## src/rtl/core/srsd_pkg.sv

```systemverilog
`default_nettype none

package srsd_pkg;

    localparam int MAX_DIM      = 1024;
    localparam int PALETTE_SIZE = 256;

    localparam int PAL_AW   = $clog2(PALETTE_SIZE);
    localparam int COORD_W  = 11;
    localparam int SPAN_W   = 10;
    localparam int CFG_IW   = 3;
    localparam int CFG_DW   = 11;

    localparam logic [COORD_W-1:0] COORD_MAX = {COORD_W{1'b1}};
    localparam logic [COORD_W-1:0] DIM_CAP   = COORD_W'(MAX_DIM);
    localparam logic [SPAN_W-1:0]  XY_MAX    = SPAN_W'(MAX_DIM - 1);

    // register indexes of the configuration port
    localparam logic [CFG_IW-1:0] REG_IMAGE_WIDTH  = 3'd0;
    localparam logic [CFG_IW-1:0] REG_IMAGE_HEIGHT = 3'd1;
    localparam logic [CFG_IW-1:0] REG_FIRST_COLUMN = 3'd2;
    localparam logic [CFG_IW-1:0] REG_FIRST_ROW    = 3'd3;
    localparam logic [CFG_IW-1:0] REG_LAST_COLUMN  = 3'd4;
    localparam logic [CFG_IW-1:0] REG_LAST_ROW     = 3'd5;
    localparam logic [CFG_IW-1:0] REG_DEBUG_MODE   = 3'd6;

    localparam logic OP_SHAPE   = 1'b0;
    localparam logic OP_PALETTE = 1'b1;

    typedef enum logic [1:0] {
        PH_CMD,
        PH_SKIP,
        PH_RUN,
        PH_LIT
    } phase_t;

    typedef struct packed {
        logic [SPAN_W-1:0]  span_x;
        logic [SPAN_W-1:0]  span_y;
        logic [COORD_W-1:0] span_length;
        logic [7:0]         red;
        logic [7:0]         green;
        logic [7:0]         blue;
        logic [7:0]         alpha;
        logic               last;
        logic               header_error;
        logic               use_pal;
    } span_t;

    // config write request from the port to the decoder
    typedef struct packed {
        logic              we;
        logic [CFG_IW-1:0] index;
        logic [CFG_DW-1:0] data;
    } cfg_wr_t;

endpackage

`default_nettype wire

```

## src/rtl/core/srsd_decode.sv

```systemverilog
`default_nettype none

module srsd_decode
    import srsd_pkg::*;
(
    input  wire logic      clk,
    input  wire logic      rst_n,
    input  wire cfg_wr_t   cfg_wr,
    input  wire logic      shape_we,
    input  wire logic [7:0] code_byte,
    output logic           res_valid,
    output span_t          res
);

    logic [COORD_W-1:0] image_width_reg,  image_width_next;
    logic [COORD_W-1:0] image_height_reg, image_height_next;
    logic [COORD_W-1:0] first_column_reg, first_column_next;
    logic [COORD_W-1:0] first_row_reg,    first_row_next;
    logic [COORD_W-1:0] last_column_reg,  last_column_next;
    logic [COORD_W-1:0] last_row_reg,     last_row_next;
    logic               debug_mode_reg,   debug_mode_next;

    phase_t             phase_reg,    phase_next;
    logic [6:0]         run_left_reg, run_left_next;
    logic [COORD_W-1:0] cur_x_reg,    cur_x_next;
    logic [COORD_W-1:0] cur_y_reg,    cur_y_next;
    logic               done_reg,     done_next;

    logic               cfg_hit;
    logic               hdr_bad;
    logic [COORD_W-1:0] wcap, hcap, room, n, len, x_add, ny;
    logic [COORD_W:0]   x_sum;
    logic               in_img, fin;
    logic [7:0]         dbg;
    logic [6:0]         run_dec;

    always_comb
    begin
        image_width_next  = image_width_reg;
        image_height_next = image_height_reg;
        first_column_next = first_column_reg;
        first_row_next    = first_row_reg;
        last_column_next  = last_column_reg;
        last_row_next     = last_row_reg;
        debug_mode_next   = debug_mode_reg;
        cfg_hit           = 1'b0;
        if (cfg_wr.we)
        begin
            cfg_hit = 1'b1;
            case (cfg_wr.index)
                REG_IMAGE_WIDTH:  image_width_next  = cfg_wr.data;
                REG_IMAGE_HEIGHT: image_height_next = cfg_wr.data;
                REG_FIRST_COLUMN: first_column_next = cfg_wr.data;
                REG_FIRST_ROW:    first_row_next    = cfg_wr.data;
                REG_LAST_COLUMN:  last_column_next  = cfg_wr.data;
                REG_LAST_ROW:     last_row_next     = cfg_wr.data;
                REG_DEBUG_MODE:   debug_mode_next   = cfg_wr.data[0];
                default:          cfg_hit           = 1'b0;
            endcase
        end
    end

    always_comb
    begin
        hdr_bad = (first_column_reg > image_width_reg) || (last_column_reg > image_width_reg)
               || (first_row_reg > image_height_reg) || (last_row_reg > image_height_reg);
        wcap    = (image_width_reg > DIM_CAP) ? DIM_CAP : image_width_reg;
        hcap    = (image_height_reg > DIM_CAP) ? DIM_CAP : image_height_reg;
        in_img  = (cur_y_reg < hcap) && (cur_x_reg < wcap);
        room    = wcap - cur_x_reg;
        dbg     = {8{debug_mode_reg}};
        run_dec = run_left_reg - 7'd1;

        case (phase_reg)
            PH_CMD:  n = room;
            PH_SKIP: n = {3'b000, code_byte};
            PH_RUN:  n = {4'b0000, run_left_reg};
            PH_LIT:  n = 11'd1;
            default: n = 11'd0;
        endcase

        len   = in_img ? ((n < room) ? n : room) : '0;
        x_sum = {1'b0, cur_x_reg} + {1'b0, n};
        x_add = x_sum[COORD_W] ? COORD_MAX : x_sum[COORD_W-1:0];
        ny    = (cur_y_reg == COORD_MAX) ? COORD_MAX : cur_y_reg + 11'd1;
        fin   = (ny > image_height_reg) || (ny > last_row_reg);

        phase_next    = phase_reg;
        run_left_next = run_left_reg;
        cur_x_next    = cur_x_reg;
        cur_y_next    = cur_y_reg;
        done_next     = done_reg;
        res_valid     = 1'b0;

        res              = '0;
        res.span_x       = (cur_x_reg > {1'b0, XY_MAX}) ? XY_MAX : cur_x_reg[SPAN_W-1:0];
        res.span_y       = (cur_y_reg > {1'b0, XY_MAX}) ? XY_MAX : cur_y_reg[SPAN_W-1:0];
        res.span_length  = len;
        res.alpha        = 8'hFF;

        if (cfg_hit)
        begin
            phase_next    = PH_CMD;
            run_left_next = '0;
            cur_x_next    = first_column_next;
            cur_y_next    = first_row_next;
            done_next     = 1'b0;
        end
        else if (shape_we && !done_reg)
        begin
            if (hdr_bad)
            begin
                res_valid        = 1'b1;
                res              = '0;
                res.last         = 1'b1;
                res.header_error = 1'b1;
                done_next        = 1'b1;
            end
            else
            begin
                case (phase_reg)
                    PH_CMD:
                    begin
                        if (code_byte == 8'd0)
                        begin
                            // row end: rest of the row goes out transparent unless debug mode is on
                            res_valid  = 1'b1;
                            res.green  = dbg;
                            res.alpha  = dbg;
                            res.last   = fin;
                            cur_x_next = first_column_reg;
                            cur_y_next = ny;
                            done_next  = fin;
                        end
                        else if (code_byte == 8'd1)
                        begin
                            phase_next = PH_SKIP;
                        end
                        else
                        begin
                            phase_next    = code_byte[0] ? PH_LIT : PH_RUN;
                            run_left_next = code_byte[7:1];
                        end
                    end
                    PH_SKIP:
                    begin
                        res_valid  = 1'b1;
                        res.red    = dbg;
                        res.green  = dbg;
                        res.alpha  = dbg;
                        cur_x_next = x_add;
                        phase_next = PH_CMD;
                    end
                    PH_RUN:
                    begin
                        res_valid     = 1'b1;
                        res.use_pal   = 1'b1;
                        cur_x_next    = x_add;
                        run_left_next = '0;
                        phase_next    = PH_CMD;
                    end
                    default:
                    begin
                        res_valid     = 1'b1;
                        res.use_pal   = 1'b1;
                        cur_x_next    = x_add;
                        run_left_next = run_dec;
                        if (run_dec == 7'd0)
                        begin
                            phase_next = PH_CMD;
                        end
                    end
                endcase
            end
        end
    end

    always_ff @(posedge clk or negedge rst_n)
    begin
        if (!rst_n)
        begin
            image_width_reg  <= 11'd1;
            image_height_reg <= 11'd1;
            first_column_reg <= '0;
            first_row_reg    <= '0;
            last_column_reg  <= '0;
            last_row_reg     <= '0;
            debug_mode_reg   <= 1'b0;
            phase_reg        <= PH_CMD;
            run_left_reg     <= '0;
            cur_x_reg        <= '0;
            cur_y_reg        <= '0;
            done_reg         <= 1'b0;
        end
        else
        begin
            image_width_reg  <= image_width_next;
            image_height_reg <= image_height_next;
            first_column_reg <= first_column_next;
            first_row_reg    <= first_row_next;
            last_column_reg  <= last_column_next;
            last_row_reg     <= last_row_next;
            debug_mode_reg   <= debug_mode_next;
            phase_reg        <= phase_next;
            run_left_reg     <= run_left_next;
            cur_x_reg        <= cur_x_next;
            cur_y_reg        <= cur_y_next;
            done_reg         <= done_next;
        end
    end

endmodule

`default_nettype wire

```

## config.mk

```make
export PLATFORM = sky130hd
export DESIGN_NAME = srsd_decode
export DESIGN_NICKNAME = d
export VERILOG_FILES = /design/src/rtl/core/srsd_pkg.sv /design/src/rtl/core/srsd_decode.sv
export SDC_FILE = /design/constraint.sdc
export NUM_CORES = 1
export LEC_CHECK = 0
export ABC_AREA = 1
export BUFFER_PORTS_ARGS = -buffer_cell sky130_fd_sc_hd__buf_4
export CORE_ASPECT_RATIO = 1.1
export CORE_UTILIZATION = 51
export CTS_CLUSTER_SIZE = 30
export DETAILED_ROUTE_END_ITERATION = 7
export HOLD_SLACK_MARGIN = 0.08
export PLACE_DENSITY = 0.84
export SYNTH_ARGS = -nofsm -noshare
export SYNTH_HDL_FRONTEND = slang
export SYNTH_SLANG_ARGS = --single-unit
export TNS_END_PERCENT = 20
```

## constraint.sdc

```tcl
create_clock -name clk -period 4.5 [get_ports clk]
set_clock_uncertainty 0.05 [all_clocks]
set_input_delay 0.675 -clock clk [delete_from_list [all_inputs] [get_ports clk]]
set_output_delay 0.675 -clock clk [all_outputs]
set_load 0.03 [all_outputs]
```

Yosys cells after proc, flatten, opt, wreduce, memory -nomap -nowiden
Index checks and enable logic that the tools add are counted.
{ "word_totals": {"register_bits": 99, "wordCells": 138, "in_bits": 26} }
{ "classes": {"n_addsub": 4, "eq_ne": 16, "n_reduce_logical": 30, "n_mux": 63, "n_lt_le_gt_ge": 13} }
{ "op_table": {"columns": ["cell", "n"], "rows": [
  ["2-to-1 mux 11 bit", 20],
  ["2-to-1 mux 66 bit", 2],
  ["greater-than comparator 11 bit", 6],
  ["one-hot mux 11 bit (4 select lines)", 1],
  ["2-to-1 mux 7 bit", 5],
  ["< comparator 11 bit", 3],
  ["one-hot mux 8 bit (2 select lines)", 2],
  ["2-to-1 mux 31 bit", 1],
  ["greater-than comparator 11 x 10 -> 1 bit (second input constant)", 2],
  ["greater-than comparator 11 bit (second input constant)", 2],
  ["one-hot mux 7 bit (3 select lines)", 1],
  ["2-to-1 mux 10 bit", 2],
  ["2-to-1 mux 9 bit", 2],
  ["2-to-1 mux 1 bit", 17],
  ["2-to-1 mux 16 bit", 1],
  ["2-to-1 mux 8 bit", 2],
  ["adder 11 x 11 -> 12 bit", 1],
  ["2-to-1 mux 2 bit", 6],
  ["adder 11 x 1 -> 11 bit (second input constant)", 1],
  ["== test 11 bit (second input constant)", 1],
  ["subtractor 11 bit", 1],
  ["AND reduction 2 bit", 5],
  ["== test 3 bit (second input constant)", 3],
  ["inequality test 3 bit (second input constant)", 3],
  ["other kinds (23)", 36]
]} }

Logic depth before layout (Yosys ltp)
Gate-level depths: netlist of run 1.
{ "logic_depth": {"depth_word": 10, "ltp_mapped": 27} }

Worst setup path after synthesis of run 1
Ideal clock, no wire load.
{ "synth_path": {"path_type": "register to output", "startpoint": "reg image_width_reg[0]", "endpoint": "out res[36] (netlist bit)", "n_path_buf": 0, "path_stages_with_launch": 28, "arrival_ps": 4042, "path_slack_ps": -267, "cell_sequence": "dfstp_2 nor2_1 nand3_1 inv_1 a21oi_1 inv_1 nand2_1 ha_1 inv_1 fa_1 nand3_1 nand3_1 a21oi_1 xor2_1 nand2_1 nand2_1 inv_1 ha_1 nand2_1 nor2_1 a211oi_1 nand2_1 nand2_1 nand2_1 nand2_2 nand2_1 nand2_1 nor2_1"} }
{ "synth_lines": {"columns": ["item", "line_no", "source"], "rows": [
  ["from (decl)", "srsd_decode.sv:15", "logic [COORD_W-1:0] image_width_reg, image_width_next;"],
  ["from (signal assigned)", "srsd_decode.sv:197", "image_width_reg <= image_width_next;"],
  ["to (decl)", "srsd_decode.sv:12", "output span_t res"]
]} }

==> results of run 1 <==
[cell type report]
| class | instances | share of cell area [%] |
|---|---|---|
| inverters | 167 | 5.711 |
| well taps | 234 | 2.657 |
| flip-flops and latches | 99 | 22.50 |
| clock buffers | 9 | 2.044 |
| repair buffers | 159 | 11.21 |
| multi-input cells | 988 | 55.05 |
| clock inverters | 7 | 0.8288 |
[worst paths after layout]
check                                                 endpoint  slack, ns  depth (start not counted)
worst max-delay path                                   res[41]      -0.36                         26
worst min-delay path                      done_reg$_DFFE_PN0P_       0.43                          1
worst max register to register        cur_x_reg[5]$_DFFE_PN0P_       0.20                         26
worst min register to register  last_column_reg[6]$_DFFE_PN0P_       0.45                          2
max in group asynchronous          first_row_reg[10]$_DFF_PN0_       3.08                          2
min in group clk                last_column_reg[6]$_DFFE_PN0P_       0.45                          2
[repair_timing]
item / CTS / global route
hold buffers: 0 / 0
cloned: 1 / 1
gates resized for setup: 60 / 60
pin swaps: 33 / 36
endpoints found under the setup margin: 8 / 36
hold endpoints to repair: 0 / 0
setup buffers: 34 / 6
[routing by layer]
layer | up-vias | global-route usage (%)
met4 | 0 | 15.23
met2 | 348 | 51.61
met1 | 4336 | 39.62
li1 | 4487 | -
met3 | 81 | 3.534
met5 | - | 0
[kinds of logic after synthesis]
logic type | synth area share, %
flops | 27.31
buf+inv | 11.39
compound gates | 14.04
simple gates | 29.28
xor+xnor | 1.929
other cells | 0.04129
fa+ha+maj | 16.01
[cell usage in the layout (no fill, tap or decap), types with 3 or more instances in the layout]
| cell type | Yosys | routed |
|---|---|---|
| o21bai_1 | 4 | 4 |
| a21oi_2 | 0 | 4 |
| nand4_1 | 30 | 30 |
| xnor2_1 | 8 | 6 |
| a21boi_1 | 0 | 3 |
| nand3_2 | 2 | 9 |
| buf_4 | 32 | 149 |
| nor2_1 | 125 | 107 |
| a211oi_1 | 6 | 4 |
| nor2_2 | 1 | 11 |
| a22oi_1 | 10 | 10 |
| nand2_2 | 8 | 26 |
| dfrtp_1 | 97 | 97 |
| o221ai_1 | 4 | 4 |
| nand3b_1 | 3 | 3 |
| inv_2 | 3 | 12 |
| xor2_1 | 12 | 12 |
| a21oi_4 | 1 | 3 |
| inv_1 | 161 | 152 |
| buf_6 | 5 | 9 |
| and2_1 | 3 | 3 |
| conb_1 | 1 | 8 |
| o21ai_0 | 87 | 86 |
| ha_1 | 113 | 104 |
| nor3_2 | 2 | 3 |
| a31oi_1 | 15 | 15 |
| nand2_1 | 357 | 327 |
| o21ai_2 | 11 | 11 |
| nand3_1 | 68 | 61 |
| o21ai_1 | 14 | 15 |
| nand2_4 | 2 | 15 |
| nor3_1 | 12 | 11 |
| ha_4 | 0 | 8 |
| nor2_4 | 2 | 10 |
| a21o_1 | 3 | 3 |
| clkbuf_16 | 0 | 9 |
| a21oi_1 | 58 | 52 |
[synthesized netlist by cell type, types with 2 or more instances]
cell type and count:
o221ai_1 4, a211oi_1 6, o21ai_1 14, inv_1 161, a21o_1 3, nand2_1 357
o21a_1 2, a31oi_1 15, o21bai_1 4, ha_1 113, nor2_4 2, nor3_2 2
nand4_1 30, xor2_1 12, nand2_4 2, clkinv_1 2, a21boi_0 5, nor3_1 12
o21ai_0 87, o21ai_2 11, inv_2 3, dfrtp_1 97, nand3_1 68, nor2_1 125
buf_4 32, xnor2_1 8, a21oi_1 58, dfstp_2 2, buf_6 5, nand3b_1 3
clkbuf_1 13, or2_2 2, nand3_2 2, and2_1 3, buf_2 12, fa_1 2
nor4_1 2, a22oi_1 10, nand2_2 8
[stage by stage]
step | TNS, ns | hold slack (ns) | area, um2
finish | -2.547 | 0.4251 | 11020
global route | -4.103 | 0.4719 | 11020
global placement | 0 | 0.4179 | 9912
detailed placement | -0.1504 | 0.4320 | 9912
floorplan | 0 | 0.3294 | 9131
CTS | -1.013 | 0.4536 | 10750
==> flow_metrics.env, run 1 <==
export IMPL_clock_sinks=99
export IMPL_cp_common_cell="nand2_2"
export IMPL_r2r_start="image_width_reg[7]$_DFFE_PN0P_"
export IMPL_die_area_um2=18340
export IMPL_endpoint_kind="primary output"
export IMPL_utilization_pct=64.06
export IMPL_met1_length_um=11710
export IMPL_layout_drive_gt1_share_pct=21.27
export IMPL_hold_viol_final=0
export IMPL_startpoint_type="flop"
export IMPL_yosys_register_bits=99
export IMPL_cap_violations=0
export IMPL_fmax_ghz=0.2057
export IMPL_yosysUniqueCellTypes=47
export IMPL_rsz0062_at_grt="true"
export IMPL_first_global_vias=8694
export IMPL_hold_path_class="input port to asynchronous set/reset pin"
export IMPL_yosysSeqAreaShare_pct=27.31
export IMPL_clk_pin_slew_ns=0.07
export IMPL_min_period_ns=4.862
export IMPL_avgSynthCellArea_um2=6.948
export IMPL_dr_total_vias=9252
export IMPL_dp_slack_ns=-0.03508
export IMPL_grt_pass1_wl_um=43840
export IMPL_place_congestion=0.9778
export IMPL_crit_start="image_width_reg[7]$_DFFE_PN0P_"
export IMPL_fillerInstances=1497
export IMPL_worstMarginPinSlew_ns=1.042
export IMPL_fp_dieW_um=129.2
export IMPL_async_reset_ff_share_pct=100.0
export IMPL_cpPeakStageDelay_ns=0.39
export IMPL_n_antenna_cell=0
export IMPL_nets=1565
export IMPL_placedCellCount=1605
export IMPL_ant_nets=0
export IMPL_avgViaCountPerCell=5.563
export IMPL_synth_warnings=0
export IMPL_wl_met2_um=13740
export IMPL_syn_cell_area_um2=9081
export IMPL_synth_flop_cell="dfrtp_1"
export IMPL_clockBufferDepth=2
export IMPL_route_met3_wl_um=1477
export IMPL_cp_slowest_cell="dfrtp_1"
export IMPL_finalWirelength_um=28150
export IMPL_status="finished with violations"
export IMPL_dr_max_layer_used="met4"
export IMPL_synth_cells=1307
export IMPL_violations="setup timing"
export IMPL_core_area_um2=17200
export IMPL_synth_edff_count=0
export IMPL_arrival_ns=4.14
export IMPL_dp_hpwl_um=20630
export IMPL_slew_headroom_pct=30.52
export IMPL_min_period_over_period_pct=108.0
export IMPL_htree_levels=3
export IMPL_crit_family="simple AND/OR/NAND/NOR gates"
export IMPL_die_h_um=142.0
export IMPL_cts_tree="yes"
export IMPL_regArea_um2=2480
export IMPL_grt_total_usage_pct=30.95
export IMPL_slew_viol_final=0
export IMPL_dr_first_iter_drc_count=886
export IMPL_io_pins=93
export IMPL_cts_made_buffers=9
export IMPL_wire_per_inst_um=16.93
export IMPL_area_growth_pct=21.36
export IMPL_multi_input_area_um2=6067
export IMPL_drc_errors=0
export IMPL_antenna_found_initial=0
export IMPL_clock_latency_ns=0.37
export IMPL_critPathBufInv=4
export IMPL_setup_violations_final=8
export IMPL_overflow=0
export IMPL_synth_top_cell_by_area="dfrtp_1"
export IMPL_grt_max_degree=79
export IMPL_worstPathMaxFanout=8
export IMPL_timing_final_ws_setup_ns=-0.3618
export IMPL_start_util_pct=52.79
export IMPL_ctsRootBufferMaster="clkbuf_16"
export IMPL_numPortBuffers=84
export IMPL_final_cells=1663
export IMPL_worst_ep_required_time_ns=3.77
export IMPL_synthTopCellsByArea="dfrtp_1 27%, ha_1 16%, nand2_1 15%"
export IMPL_dr_pass1_iters=6
export IMPL_synth_top_area_share_pct=26.73
export IMPL_path_class="flop to primary output"
export IMPL_rows=50
Power of run 1 is left out: the tool's default activity adds up to more than one toggle a clock period on the data nets, which glitch-free logic cannot reach.
==> inputs of run 2 (changes only) <==
--- a/config.mk
+++ b/config.mk
@@ -8,11 +8,11 @@
 export ABC_AREA = 1
 export BUFFER_PORTS_ARGS = -buffer_cell sky130_fd_sc_hd__buf_4
 export CORE_ASPECT_RATIO = 1.1
-export CORE_UTILIZATION = 51
+export CORE_UTILIZATION = 50
 export CTS_CLUSTER_SIZE = 30
 export DETAILED_ROUTE_END_ITERATION = 7
 export HOLD_SLACK_MARGIN = 0.08
-export PLACE_DENSITY = 0.84
+export PLACE_DENSITY = 0.83
 export SYNTH_ARGS = -nofsm -noshare
 export SYNTH_HDL_FRONTEND = slang
 export SYNTH_SLANG_ARGS = --single-unit
==> run 2 against run 1 <==
Against the previous run:
- the run still ends with setup timing left
- first-iteration DRC count shrank 20%
- die area is 2.0% higher
- core utilization fell by 3.4 points
- sequential share of layout area rose by 0.55 points
- routed wire length decreased by 3.9%
- final cell count is 0.72% lower
- clock-buffer cell count is 1 higher
- via count is 0.71% lower
- critical path depth up 2
- maximum frequency is 2.2% higher
- setup slack improved by 0.11 ns
- flip-flop and latch count did not move
- critical path type unchanged
- largest cell class unchanged
==> flow_metrics.env, run 2 (synthesis gave the netlist of run 1 again) <==
export IMPL_cts_made_buffers=9
export IMPL_fp_dieW_um=130.5
export IMPL_ir_worst_vdd_uv=939.6
export IMPL_layout_drive_gt1_share_pct=18.68
export IMPL_start_util_pct=51.19
export IMPL_overflow=0
export IMPL_rows=51
export IMPL_violations="setup timing"
export IMPL_dp_hpwl_um=20060
export IMPL_r2r_start="image_width_reg[0]$_DFFE_PN1P_"
export IMPL_endpoint_kind="primary output"
export IMPL_io_pins=93
export IMPL_cts_tree="yes"
export IMPL_min_period_ns=4.756
export IMPL_arrival_ns=4.03
export IMPL_worstMarginPinSlew_ns=0.9950
export IMPL_p_leak_nw=5.636
export IMPL_cap_violations=0
export IMPL_slew_viol_final=0
export IMPL_ant_nets=0
export IMPL_numPortBuffers=84
export IMPL_n_antenna_cell=0
export IMPL_dp_slack_ns=0.05233
export IMPL_htree_levels=3
export IMPL_wire_per_inst_um=16.39
export IMPL_die_h_um=143.3
export IMPL_dr_first_iter_drc_count=710
export IMPL_min_period_over_period_pct=105.7
export IMPL_critPathBufInv=6
export IMPL_dr_total_vias=9186
export IMPL_cpPeakStageDelay_ns=0.54
export IMPL_clk_pin_slew_ns=0.07
export IMPL_cts_hold_fix_buffers=0
export IMPL_path_class="flop to primary output"
export IMPL_crit_family="simple AND/OR/NAND/NOR gates"
export IMPL_final_common_cell="nand2_1"
export IMPL_clock_sinks=99
export IMPL_grt_total_usage_pct=28.88
export IMPL_finalWirelength_um=27060
export IMPL_fmax_ghz=0.2103
export IMPL_reg2reg_to="cur_x_reg[10]$_DFFE_PN0P_"
export IMPL_status="finished with violations"
export IMPL_setup_tns_ns=-1.787
export IMPL_hold_path_class="input port to asynchronous set/reset pin"
export IMPL_slew_headroom_pct=33.67
export IMPL_rsz0062_at_grt="true"
export IMPL_grt_max_degree=78
export IMPL_finalPower_mw=9.493
export IMPL_cp_slowest_cell="dfstp_2"
export IMPL_hold_viol_final=0
export IMPL_p_per_area_nw_per_um2=882.6
export IMPL_grt_pass1_wl_um=41640
export IMPL_avgViaCountPerCell=5.564
export IMPL_setup_violations_final=8
export IMPL_ctsRootBufferMaster="clkbuf_16"
export IMPL_clock_latency_ns=0.36
export IMPL_layout_common_cells="341 x nand2_1, 159 x inv_1, 132 x buf_4"
export IMPL_timing_final_ws_setup_ns=-0.2562
export IMPL_worstPathMaxFanout=4
export IMPL_worst_ep_required_time_ns=3.77
export IMPL_r2r_cells=29
export IMPL_core_area_um2=17740
export IMPL_antenna_found_initial=0
export IMPL_startpoint_type="flop"
export IMPL_first_global_vias=8371
export IMPL_drc_errors=0
export IMPL_die_area_um2=18710
export IMPL_clockBufferDepth=2
export IMPL_rrSetupSlack_ns=0.10
export IMPL_fin_hold_ws_ns=0.4103
export IMPL_nets=1549
export IMPL_dr_pass1_iters=6
export IMPL_place_congestion=0.9651
export IMPL_area_growth_pct=18.45
[run 2: changes by cell type in the layout (fill, tap and decap cells not counted), moves of 3 or more]
cell / delta
buf_4: -17
nand2_1: +14
nand2_4: -10
inv_1: +7
inv_2: -7
nand2_2: -5
nor2_4: -5
buf_6: +4
nor2_2: +4
a21boi_0: +3
[run 2: metrics by stage]
stage | util (%) | instance area [um2] | cells
5_1_grt | 60.64 | 10760 | 1651
6_report | 60.64 | 10760 | 1651
4_1_cts | 59.59 | 10570 | 1651
3_5_place_dp | 56.03 | 9940 | 1612
3_3_place_gp | 56.03 | 9940 | 1612
2_1_floorplan | - | 9131 | 1314
[run 2: where the power goes]
group / leakage (nW) / internal (mW) / switching (mW) / total, mW
registers: 1.25 / 1.13 / 0.300 / 1.43
clock network: 0.144 / 0.402 / 0.388 / 0.791
logic: 4.24 / 2.92 / 4.35 / 7.27
[run 2: worst max path at each step]
stage                                    from      end  slack (ns)  depth (start not counted)
2_1_floorplan  image_width_reg[0]$_DFFE_PN1P_  res[36]        0.01                         27
3_3_place_gp   image_width_reg[0]$_DFFE_PN1P_  res[42]        0.10                         28
3_5_place_dp   image_width_reg[7]$_DFFE_PN0P_  res[40]        0.05                         27
4_1_cts        image_width_reg[0]$_DFFE_PN1P_  res[40]       -0.20                         28
5_1_grt        image_width_reg[0]$_DFFE_PN1P_  res[38]       -0.47                         28
6_report       image_width_reg[0]$_DFFE_PN1P_  res[41]       -0.26                         28
[run 2: repair_timing]
| item | CTS | global route |
|---|---|---|
| pin swaps | 32 | 30 |
| gates resized for setup | 39 | 40 |
| setup endpoints to repair | 8 | 11 |
| setup buffers | 23 | 2 |
| gates cloned | 0 | 0 |
[run 2: area by class of cell]
class	instances	area, um2
Tap cell	238	297.8
Inverter	167	629.4
Sequential cell	99	2480
Clock buffer	10	239.0
Fill cell	1614	6983
Clock inverter	6	57.56
Multi-Input combinational cell	986	5916
Timing Repair Buffer	145	1137
[run 2: metal layers]
metal	global-route usage (%)	routed length, um	vias up
li1	-	-	4460
met1	35.70	11020	4267
met2	49.26	13280	360
met3	4.319	1573	99
met4	13.31	1192	0
met5	0	0	-
[run 2: worst register-to-register path: cells and delay by family (launching register included)]
family | cells | cell delay, ns
buffers and inverters | 8 | 1.00
AND/OR/NAND/NOR | 12 | 0.97
AO/OA/AOI/OAI | 6 | 0.96
flip-flops | 1 | 0.54
adder cells (fa/ha/maj) | 2 | 0.50
XOR/XNOR | 1 | 0.25
Power figures use the tool's default switching activity.
==> inputs of run 3 (changes only) <==
--- a/config.mk
+++ b/config.mk
@@ -8,11 +8,13 @@
 export ABC_AREA = 1
 export BUFFER_PORTS_ARGS = -buffer_cell sky130_fd_sc_hd__buf_4
 export CORE_ASPECT_RATIO = 1.1
+export CORE_MARGIN = 2
 export CORE_UTILIZATION = 50
 export CTS_CLUSTER_SIZE = 30
 export DETAILED_ROUTE_END_ITERATION = 7
 export HOLD_SLACK_MARGIN = 0.08
 export PLACE_DENSITY = 0.83
+export SLEW_MARGIN = 20
 export SYNTH_ARGS = -nofsm -noshare
 export SYNTH_HDL_FRONTEND = slang
 export SYNTH_SLANG_ARGS = --single-unit
==> run 3 against run 2 <==
Against the previous run:
- the run still ends with setup timing left
- core utilization is 1.3 points lower
- clock-buffer cell count is 1 lower
- final cell count is 1.1% lower
- register-to-register slack better by 0.12 ns
- die area is 2.9% higher
- combinational power is 9.1% lower
- design area is 2.1% lower
- critical path type unchanged
==> flow_metrics.env, run 3 (synthesis gave the netlist of run 1 again) <==
export IMPL_status="finished with violations"
export IMPL_p_leak_nw=5.537
export IMPL_r2r_start="image_width_reg[0]$_DFFE_PN1P_"
export IMPL_ant_nets=0
export IMPL_cts_made_buffers=9
export IMPL_die_area_um2=19260
export IMPL_clockBufferDepth=2
export IMPL_setup_violations_final=8
export IMPL_utilization_pct=59.37
export IMPL_r2r_cells=27
export IMPL_worstPathMaxFanout=8
export IMPL_min_period_over_period_pct=105.6
export IMPL_finalWirelength_um=25990
export IMPL_timing_final_ws_setup_ns=-0.2541
export IMPL_htree_levels=3
export IMPL_cp_slowest_cell="dfstp_2"
export IMPL_path_class="flop to primary output"
export IMPL_grt_pass1_wl_um=41500
export IMPL_nets=1531
export IMPL_endpoint_kind="primary output"
export IMPL_io_pins=93
export IMPL_rsz0062_at_grt="true"
export IMPL_route_met3_wl_um=1175
export IMPL_fin_hold_ws_ns=0.2838
export IMPL_rrSetupSlack_ns=0.22
export IMPL_dr_first_iter_drc_count=803
export IMPL_clock_latency_ns=0.36
export IMPL_cap_violations=0
export IMPL_grt_total_usage_pct=26.54
export IMPL_n_antenna_cell=0
export IMPL_ir_worst_vdd_uv=718.8
export IMPL_overflow=0
export IMPL_antenna_found_initial=0
export IMPL_wl_met2_um=12790
export IMPL_hold_viol_final=0
export IMPL_rows=51
export IMPL_core_area_um2=17740
export IMPL_cpPeakStageDelay_ns=0.54
export IMPL_wire_per_inst_um=15.92
export IMPL_dp_slack_ns=-0.06840
export IMPL_avgViaCountPerCell=5.539
export IMPL_drc_errors=0
export IMPL_arrival_ns=4.03
export IMPL_violations="setup timing"
export IMPL_clock_sinks=99
export IMPL_grt_max_degree=76
export IMPL_dr_max_layer_used="met4"
export IMPL_min_period_ns=4.754
export IMPL_first_global_vias=8431
export IMPL_met1_length_um=10990
export IMPL_hold_path_class="input port to asynchronous set/reset pin"
export IMPL_dr_pass1_iters=6
export IMPL_numPortBuffers=84
export IMPL_layout_drive_gt1_share_pct=17.06
export IMPL_startpoint_type="flop"
export IMPL_clk_pin_slew_ns=0.08
export IMPL_slew_headroom_pct=40.71
export IMPL_dr_total_vias=9046
export IMPL_slew_viol_final=0
export IMPL_worstMarginPinSlew_ns=0.8841
export IMPL_reg2reg_to="cur_x_reg[10]$_DFFE_PN0P_"
export IMPL_place_congestion=0.9738
export IMPL_layout_common_cells="340 x nand2_1, 158 x inv_1, 116 x buf_4"
export IMPL_multi_input_area_um2=5843
export IMPL_cts_hold_fix_buffers=0
export IMPL_worst_ep_required_time_ns=3.77
export IMPL_fp_dieW_um=132.5
export IMPL_die_h_um=145.3
export IMPL_start_util_pct=51.19
export IMPL_cp_common_cell="nand2_1"
export IMPL_p_per_area_nw_per_um2=837.0
export IMPL_dp_hpwl_um=20140
export IMPL_fmax_ghz=0.2103
export IMPL_cts_tree="yes"
export IMPL_final_common_cell="nand2_1"
export IMPL_regArea_um2=2481
export IMPL_area_growth_pct=15.97
export IMPL_ctsRootBufferMaster="clkbuf_16"
export IMPL_fillerInstances=1656
## run 3: cell count changes in the layout (fill, tap and decap cells not counted), sizes merged
cell and delta:
inv -1, clkinvlp +1, nand2 +1, clkbuf -1, clkinv +1, buf -19
## run 3: stage by stage
step                      power, mW  setup TNS, ns  cells  cell area, um2
final                         8.814         -1.786   1633           10530
after detailed placement      7.240        -0.4634   1609            9917
after CTS                     8.208         -1.271   1628           10310
after floorplan               5.533              0   1314            9131
after global routing          9.592         -3.367   1633           10530
after global placement        7.130      -0.009003   1609            9917
## run 3: cell type report
| cell class | instances | area share, % |
|---|---|---|
| Inverter | 167 | 5.976 |
| Tap cell | 238 | 2.828 |
| Timing Repair Buffer | 126 | 9.338 |
| Clock buffer | 9 | 2.139 |
| Multi-Input combinational cell | 987 | 55.48 |
| Sequential cell | 99 | 23.56 |
| Clock inverter | 7 | 0.6772 |
## run 3: how the worst max path moves through the flow
stage	startpoint	end	cells after the start
floorplan	image_width_reg[0]$_DFFE_PN1P_	res[36]	27
global placement	image_width_reg[0]$_DFFE_PN1P_	res[37]	28
detailed placement	image_width_reg[0]$_DFFE_PN1P_	res[37]	28
CTS	image_width_reg[0]$_DFFE_PN1P_	res[37]	28
global route	image_width_reg[0]$_DFFE_PN1P_	res[39]	28
finish	image_width_reg[0]$_DFFE_PN1P_	res[39]	28
## run 3: what timing repair did
item,in CTS,in global routing
endpoints found under the setup margin,8,11
pin swaps,7,21
gates cloned,0,1
resized for setup,19,44
buffers inserted,3,5
## run 3: worst max-delay path: cells and delay by family, from the launching register on
kind | cells | cell delay (ns)
simple gates | 16 | 1.33
compound gates | 3 | 0.40
xor+xnor | 1 | 0.21
flops | 1 | 0.54
buf+inv | 5 | 0.38
fa+ha+maj | 3 | 0.81
## run 3: routing by layer
metal | up-vias | GRT usage, %
li1 | 4430 | -
met5 | - | 0
met2 | 340 | 45.47
met1 | 4205 | 33.83
met4 | 0 | 12.42
met3 | 71 | 2.438
## run 3: power breakdown
part / switching (mW) / internal (mW) / total (mW)
Sequential: 0.300 / 1.13 / 1.43
Combinational: 4.07 / 2.54 / 6.61
Clock: 0.387 / 0.390 / 0.777
Total: 4.75 / 4.06 / 8.81
